==> src/spq_pkg.sv <==
// shared codes and types for the sorted priority queue
package spq_pkg;

  localparam int unsigned OP_BITS     = 2;
  localparam int unsigned STATUS_BITS = 2;
  localparam int unsigned COUNT_BITS  = 7;

  typedef enum logic [OP_BITS-1:0] {
    OP_INSERT = 2'd0,
    OP_POP    = 2'd1,
    OP_UPDATE = 2'd2,
    OP_PEEK   = 2'd3
  } op_t;

  typedef enum logic [STATUS_BITS-1:0] {
    ST_OK    = 2'd0,
    ST_EMPTY = 2'd1,
    ST_FULL  = 2'd2
  } status_t;

  typedef enum logic [1:0] {
    CMD_HOLD   = 2'd0,
    CMD_POP    = 2'd1,
    CMD_REMOVE = 2'd2,
    CMD_INSERT = 2'd3
  } cell_cmd_t;

  typedef enum logic [3:0] {
    S_IDLE   = 4'b0001,
    S_REMOVE = 4'b0010,
    S_APPLY  = 4'b0100,
    S_REPORT = 4'b1000
  } state_t;

endpackage

==> src/spq_cell.sv <==
// one slot of the sorted chain: holds an entry and shifts to or from its neighbours
module spq_cell import spq_pkg::*; #(
  parameter int unsigned COORD_BITS = 8,
  parameter int unsigned PRIO_BITS  = 16,
  parameter int unsigned EW         = 1 + 2 * COORD_BITS + PRIO_BITS
) (
  input  logic                  clk,
  input  logic                  rst_n,
  input  cell_cmd_t             cmd,
  input  logic [EW-1:0]         prev_ent,
  input  logic [EW-1:0]         next_ent,
  input  logic                  prev_ahead,
  input  logic                  prev_seen,
  input  logic [COORD_BITS-1:0] new_row,
  input  logic [COORD_BITS-1:0] new_col,
  input  logic [PRIO_BITS-1:0]  new_prio,
  output logic [EW-1:0]         ent,
  output logic                  ahead,
  output logic                  seen
);

  logic                  vld_r;
  logic                  vld_nxt;
  logic [EW-2:0]         dat_r;
  logic [EW-2:0]         dat_nxt;
  logic [COORD_BITS-1:0] cur_row;
  logic [COORD_BITS-1:0] cur_col;
  logic [PRIO_BITS-1:0]  cur_prio;
  logic                  match;

  assign cur_row  = dat_r[EW-2 -: COORD_BITS];
  assign cur_col  = dat_r[PRIO_BITS +: COORD_BITS];
  assign cur_prio = dat_r[PRIO_BITS-1:0];
  assign ent      = {vld_r, dat_r};

  // first matching slot and everything behind it close up on removal
  assign match  = vld_r && (cur_row == new_row) && (cur_col == new_col);
  assign seen   = prev_seen || match;
  // new entry goes in front of this slot
  assign ahead  = !vld_r || (cur_prio < new_prio);

  always_comb begin
    vld_nxt = vld_r;
    dat_nxt = dat_r;
    case (cmd)
      CMD_POP: begin
        {vld_nxt, dat_nxt} = next_ent;
      end
      CMD_REMOVE: begin
        if (seen) begin
          {vld_nxt, dat_nxt} = next_ent;
        end
      end
      CMD_INSERT: begin
        if (prev_ahead) begin
          {vld_nxt, dat_nxt} = prev_ent;
        end else if (ahead) begin
          vld_nxt = 1'b1;
          dat_nxt = {new_row, new_col, new_prio};
        end
      end
      default: begin
        vld_nxt = vld_r;
        dat_nxt = dat_r;
      end
    endcase
  end

  always_ff @(posedge clk) begin
    if (!rst_n) begin
      vld_r <= 1'b0;
    end else begin
      vld_r <= vld_nxt;
    end
  end

  always_ff @(posedge clk) begin
    dat_r <= dat_nxt;
  end

endmodule

==> config.mk <==
export PLATFORM = sky130hd
export DESIGN_NAME = spq_cell
export DESIGN_NICKNAME = d
export VERILOG_FILES = /design/src/spq_pkg.sv /design/src/spq_cell.sv
export SDC_FILE = /design/constraint.sdc
export NUM_CORES = 1
export LEC_CHECK = 0
export BUFFER_PORTS_ARGS = -buffer_cell sky130_fd_sc_hd__buf_2
export CORE_ASPECT_RATIO = 1.5
export CORE_MARGIN = 2
export CORE_UTILIZATION = 41
export CTS_BUF_LIST = sky130_fd_sc_hd__clkbuf_4 sky130_fd_sc_hd__clkbuf_8
export CTS_CLUSTER_DIAMETER = 100
export DETAILED_ROUTE_END_ITERATION = 8
export PLACE_DENSITY = 0.8
export SYNTH_ARGS = -nofsm -noshare
export SYNTH_HDL_FRONTEND = slang
export SYNTH_SLANG_ARGS = --single-unit
==> constraint.sdc <==
create_clock -name clk -period 3.2 [get_ports clk]
set_input_delay 0.64 -clock clk [delete_from_list [all_inputs] [get_ports clk]]
set_output_delay 0.64 -clock clk [all_outputs]
set_load 0.005 [all_outputs]
==> flow_summary.yaml, run 1 <==
pwr:
  p_leak_nw: 1.56
  powerDensity_nw_per_um2: 413
  ir_drop_mv: 0.310
route:
  wl_per_cell_um: 13.6
  routed_wl_um: 5920
  drc: 0
  drt_iter0_markers: 48
  ant_nets: 0
  dr_total_vias: 2193
  vias_per_cell: 5.04
  dr.pass1.iters: 4
grt:
  grt_max_degree: 41
  grt_pass1_vias: 2084
  grt-ovfl-total: 0
  antenna_found_initial: 0
  grtUsageTotal: 0.193
  grt_pass1_wl_um: 9140
worst_setup_path:
  critical_path_class: "input port to primary output"
  cpMostUsedCell: "buf_2"
  cp_data_arrival_time_ps: 2220
  critPathSlowestCell: "or4b_4"
  crit_chain: "buf_2 > inv_1 > ha_1 > a2111oi_4 > nor4b_1 > or4b_4 > nand2_1 > buf_2"
  cp_data_required_time_ps: 2560
  critPathCaptureType: "primary output"
  cp-start-kind: "input port"
  crit_path_max_incr_delay_ps: 540
  cp_num_buf_inv: 3
  crit_family: "simple AND/OR/NAND/NOR gates"
  cp_max_fo: 2
yosys:
  synth_area_leaders: "edfxtp_1 42%, mux2i_1 14%, a21oi_1 8.5%, ha_1 8.2%, xnor2_1 6.1%"
  synth_flop_cell: "edfxtp_1"
  synthTopCellsByCount: "39 x a21oi_1, 34 x nor2_1, 32 x edfxtp_1, 32 x mux2i_1"
  ys_seq_area_frac: 0.427
  syn_inst: 228
  synth_fp_nets: 347
  synth-seq-cells: 33
  async_flop_share: 0
  syn-cell-area_sq_um: 2300
  synth_edf_count: 32
  synthMostInstantiatedCell: "a21oi_1"
  synth_top_area_share: 0.419
  synth_cell_types: 27
  yosys.area.top_type: "edfxtp_1"
  ys_warn_count: 0
  syn_area_per_cell_sq_um: 10.1
timing:
  maxSlewViolCount: 0
  finalSetupViolations: 0
  hold_violations: 0
  fmax_mhz: 349
  min_period_over_period: 0.894
  setup_tns_ps: 0
  fin_crit_ps: 2860
  clock_skew_ps: 6.63
  slew_headroom: 0.625
  worstMarginPinSlew_ps: 557
  rsz0062_at_grt: "false"
clock_network:
  cts.sinks: 33
  cts_tree: "done"
  post_cts_buffers: 0
  htree_num_levels: 2
  post_cts_resized: 0
  cts_buffer_depth: 2
  numCtsBuffers: 5
  cts_root_buffer: "clkbuf_8"
  clk_pin_slew_worst_paths_ps: 60
  ctsHoldBuffers: 0
  clock_latency_ps: 280
floorplanning:
  coreArea_sq_um: 5450
  row_count: 33
  die_h_um: 95.7
  initial_core_util: 0.421
  io_pins: 139
  die-area_sq_um: 6230
  die_w_um: 65.1
cells_and_area:
  drive_gt1_frac: 0.425
  multiInputGateArea_sq_um: 1210
  final-instance-count-excl-fill: 435
  seqCellArea_sq_um: 981
  utilization: 0.586
  stdcell_area_sq_um: 3190
  fillCellCount: 516
  nets: 483
  diodes: 0
  syn_to_final_growth_pct: 39.1
placement:
  dp_cells: 427
  place_area_sq_um: 3060
  io_buffers: 138
  routabilityCongestion: 0.769
  dp_hpwl_um: 4930
run_status:
  outcome: "complete, no violations"
job:
  max_cap_violations: 0
worst_hold_path:
  hold_path_class: "input port to flip-flop"
==> report_power, final <==
group | internal, mW | switching (mW) | total, mW
sequential | 0.524 | 0.0239 | 0.548
combinational | 0.160 | 0.151 | 0.311
clock | 0.309 | 0.152 | 0.461
==> cells by family after synthesis <==
family | after synthesis | share of synthesized area
simple gates | 52 | 0.108
compound gates | 51 | 0.132
xor+xnor | 16 | 0.0610
flops | 33 | 0.427
buf+inv | 29 | 0.0507
mux | 32 | 0.140
fa+ha+maj | 15 | 0.0817
==> through the flow <==
stage / setup slack, ps / power (mW) / hold slack [ps]
detailed placement: 257 / 0.874 / 650
CTS: 337 / 1.34 / 600
finish: 339 / 1.32 / 608
floorplan: 199 / 0.726 / 591
global placement: 326 / 0.863 / 626
global route: 289 / 1.39 / 628
==> final timing paths <==
check | end | slack, ps | cells after the start | start
worst min-delay path | vld_r | 610 | 3 | rst_n
worst max register to register | dat_r[0] | 650 | 6 | dat_r[1]
worst min register to register | vld_r | 650 | 2 | vld_r
worst max-delay path | ahead | 340 | 8 | new_prio[1]
==> sequential cells by signal, indices dropped and copies added, names as in the netlist <==
register / cells
vld_r: 1
dat_r: 32
==> cell type report <==
cell class / instances / area share
tap: 70 / 0.0274
clock buffer: 5 / 0.0215
timing repair buffer: 142 / 0.226
multi-input combinational: 166 / 0.379
clock inverter: 3 / 0.0204
sequential: 33 / 0.307
inverter: 16 / 0.0188
==> tightest hold or removal path, cell delays in order <==
cell	delay [ps]
buf_2	100
o21ai_0	60
a21oi_1	40
==> cell usage in the layout (no fill, tap or decap), drive strengths merged <==
cell type / n
buf: 142
a21oi: 39
nor2: 34
mux2i: 32
edfxtp: 32
inv: 16
xnor2: 16
ha: 15
nand4: 7
clkbuf: 5
a21o: 4
nand2: 4
o21ai: 4
bufinv: 2
nand3: 1
o21a: 1
nand2b: 1
a2111oi: 1
nor4b: 1
or4b: 1
and2: 1
nor4: 1
a31oi: 1
a41oi: 1
nand3b: 1
clkinv: 1
dfxtp: 1
==> layer usage <==
| metal | share of wire | GRT usage | up-vias | wire length, um |
|---|---|---|---|---|
| li1 | - | - | 1091 | - |
| met1 | 0.37 | 0.206 | 1003 | 2200 |
| met4 | 0.017 | 0.0729 | 0 | 99 |
| met2 | 0.55 | 0.367 | 90 | 3260 |
| met3 | 0.061 | 0.0390 | 9 | 359 |
| met5 | 0 | 0 | - | 0 |
Power figures use the tool's default switching activity.
==> run 2: changes to the inputs <==
CORE_UTILIZATION = 39   (was 41)
CTS_BUF_LIST = sky130_fd_sc_hd__clkbuf_16   (was sky130_fd_sc_hd__clkbuf_4 sky130_fd_sc_hd__clkbuf_8)
PLACE_DENSITY = 0.76   (was 0.8)
==> run 2 against run 1 <==
Clock power fell by 5.0%. Utilization fell by 2.6 points. Die area rose by 4.9%. Wire length fell by 2.9%. Critical path type unchanged. Largest cell class unchanged. Highest routed layer unchanged.
==> flow_summary.yaml, run 2 (synthesis results as in run 1) <==
worst_setup_path:
  cp_max_fo: 2
  cp_data_arrival_time_ps: 2220
  cp-start-kind: "input port"
  crit_path_max_incr_delay_ps: 550
  cp_num_buf_inv: 3
  critical_path_class: "input port to primary output"
  cp_data_required_time_ps: 2560
  cpMostUsedCell: "buf_2"
  crit_family: "simple AND/OR/NAND/NOR gates"
  critPathSlowestCell: "or4b_4"
  crit_chain: "buf_2 > inv_1 > ha_1 > a2111oi_4 > nor4b_1 > or4b_4 > nand2_1 > buf_2"
  critPathCaptureType: "primary output"
floorplanning:
  row_count: 34
  die_w_um: 66.6
  coreArea_sq_um: 5740
  io_pins: 139
  die-area_sq_um: 6530
  die_h_um: 98.0
  initial_core_util: 0.400
cells_and_area:
  nets: 484
  largest_reg_flops: 32
  layout_commonest_cell: "buf_2"
  stdcell_area_sq_um: 3220
  drive_gt1_frac: 0.418
  diodes: 0
  regMostFlops: "dat_r"
  final_cell_mix: "138 x buf_2, 39 x a21oi_1, 34 x nor2_1, 32 x mux2i_1, 32 x edfxtp_1"
  reg_top3: "dat_r x32, vld_r x1"
  syn_to_final_growth_pct: 40.2
route:
  routed_wl_um: 5750
  dr_total_vias: 2120
  ant_nets: 0
  drt_iter0_markers: 35
  wl_per_cell_um: 13.1
  drc: 0
  dr.pass1.iters: 4
  vias_per_cell: 4.84
clock_network:
  cts_tree: "done"
  cts_root_buffer: "clkbuf_16"
  cts.sinks: 33
  ctsHoldBuffers: 0
  clock_latency_ps: 270
  htree_num_levels: 2
  post_cts_resized: 0
  clk_pin_slew_worst_paths_ps: 50
  cts_buffer_depth: 2
  post_cts_buffers: 0
  numCtsBuffers: 5
placement:
  io_buffers: 138
  routabilityCongestion: 0.745
  dp_hpwl_um: 4770
  place_area_sq_um: 3080
timing:
  setup_tns_ps: 0
  worstMarginPinSlew_ps: 582
  min_period_over_period: 0.894
  fmax_mhz: 350
  fin_crit_ps: 2860
  hold_violations: 0
  rsz0062_at_grt: "false"
  maxSlewViolCount: 0
  finalSetupViolations: 0
  clock_skew_ps: 3.63
  slew_headroom: 0.608
grt:
  antenna_found_initial: 0
  grt_pass1_vias: 2009
  grtUsageTotal: 0.174
  grt_pass1_wl_um: 8670
  grt-ovfl-total: 0
  grt_max_degree: 38
pwr:
  powerDensity_nw_per_um2: 404
  ir_drop_mv: 0.272
  p_leak_nw: 1.58
job:
  max_cap_violations: 0
worst_hold_path:
  hold_path_class: "input port to flip-flop"
run_status:
  outcome: "complete, no violations"
-- run 2: changes by cell type in the layout (fill, tap and decap cells not counted) --
cell	change
buf_12	+1
inv_1	+3
clkbuf_16	+5
clkinv_2	-1
bufinv_16	-2
clkbuf_8	-5
-- run 2: final timing paths --
path	depth (start not counted)	slack [ps]	from	endpoint
worst min register to register	2	650	vld_r	vld_r
worst max register to register	6	740	dat_r[1]	dat_r[3]
worst max-delay path	8	340	new_prio[1]	ahead
worst min-delay path	3	630	rst_n	vld_r
-- run 2: worst register-to-register path, delay by kind of cell (launching register included) --
family,cells,cell delay [ps]
buffers and inverters,1,220
flip-flops,1,390
adder cells (fa/ha/maj),1,320
AND/OR/NAND/NOR,2,650
AO/OA/AOI/OAI,2,590
-- run 2: power by group --
| group | internal (mW) | leakage [nW] | total, mW | switching, mW |
|---|---|---|---|---|
| Clock | 0.279 | 0.0776 | 0.438 | 0.159 |
| Combinational | 0.163 | 1.18 | 0.314 | 0.150 |
| Sequential | 0.525 | 0.323 | 0.548 | 0.0235 |
-- run 2: layout make-up --
class	instances	area (sq um)
multi-input cells	166	1210
clock inverters	3	11.3
flip-flops and latches	33	981
well taps	72	90.1
clock buffers	5	125
fillers	559	2520
inverters	16	60.1
repair buffers	143	741
-- run 2: per-stage QoR --
stage	hold WS (ps)	std cells	setup WS (ps)	power, mW	util
after global routing	687	438	275	1.37	0.561
after global placement	628	430	335	0.868	0.537
final	626	438	341	1.30	0.561
after detailed placement	645	430	317	0.877	0.537
after CTS	616	438	319	1.32	0.561
after floorplan	591	228	199	0.726	-
-- run 2: per-layer routing --
metal  track usage  vias to the layer above  share of wire
met2         0.332                       82           0.53
li1              -                     1090              -
met1         0.183                      942           0.39
met3        0.0392                        6          0.072
met5             0                        -              0
met4        0.0471                        0         0.0099
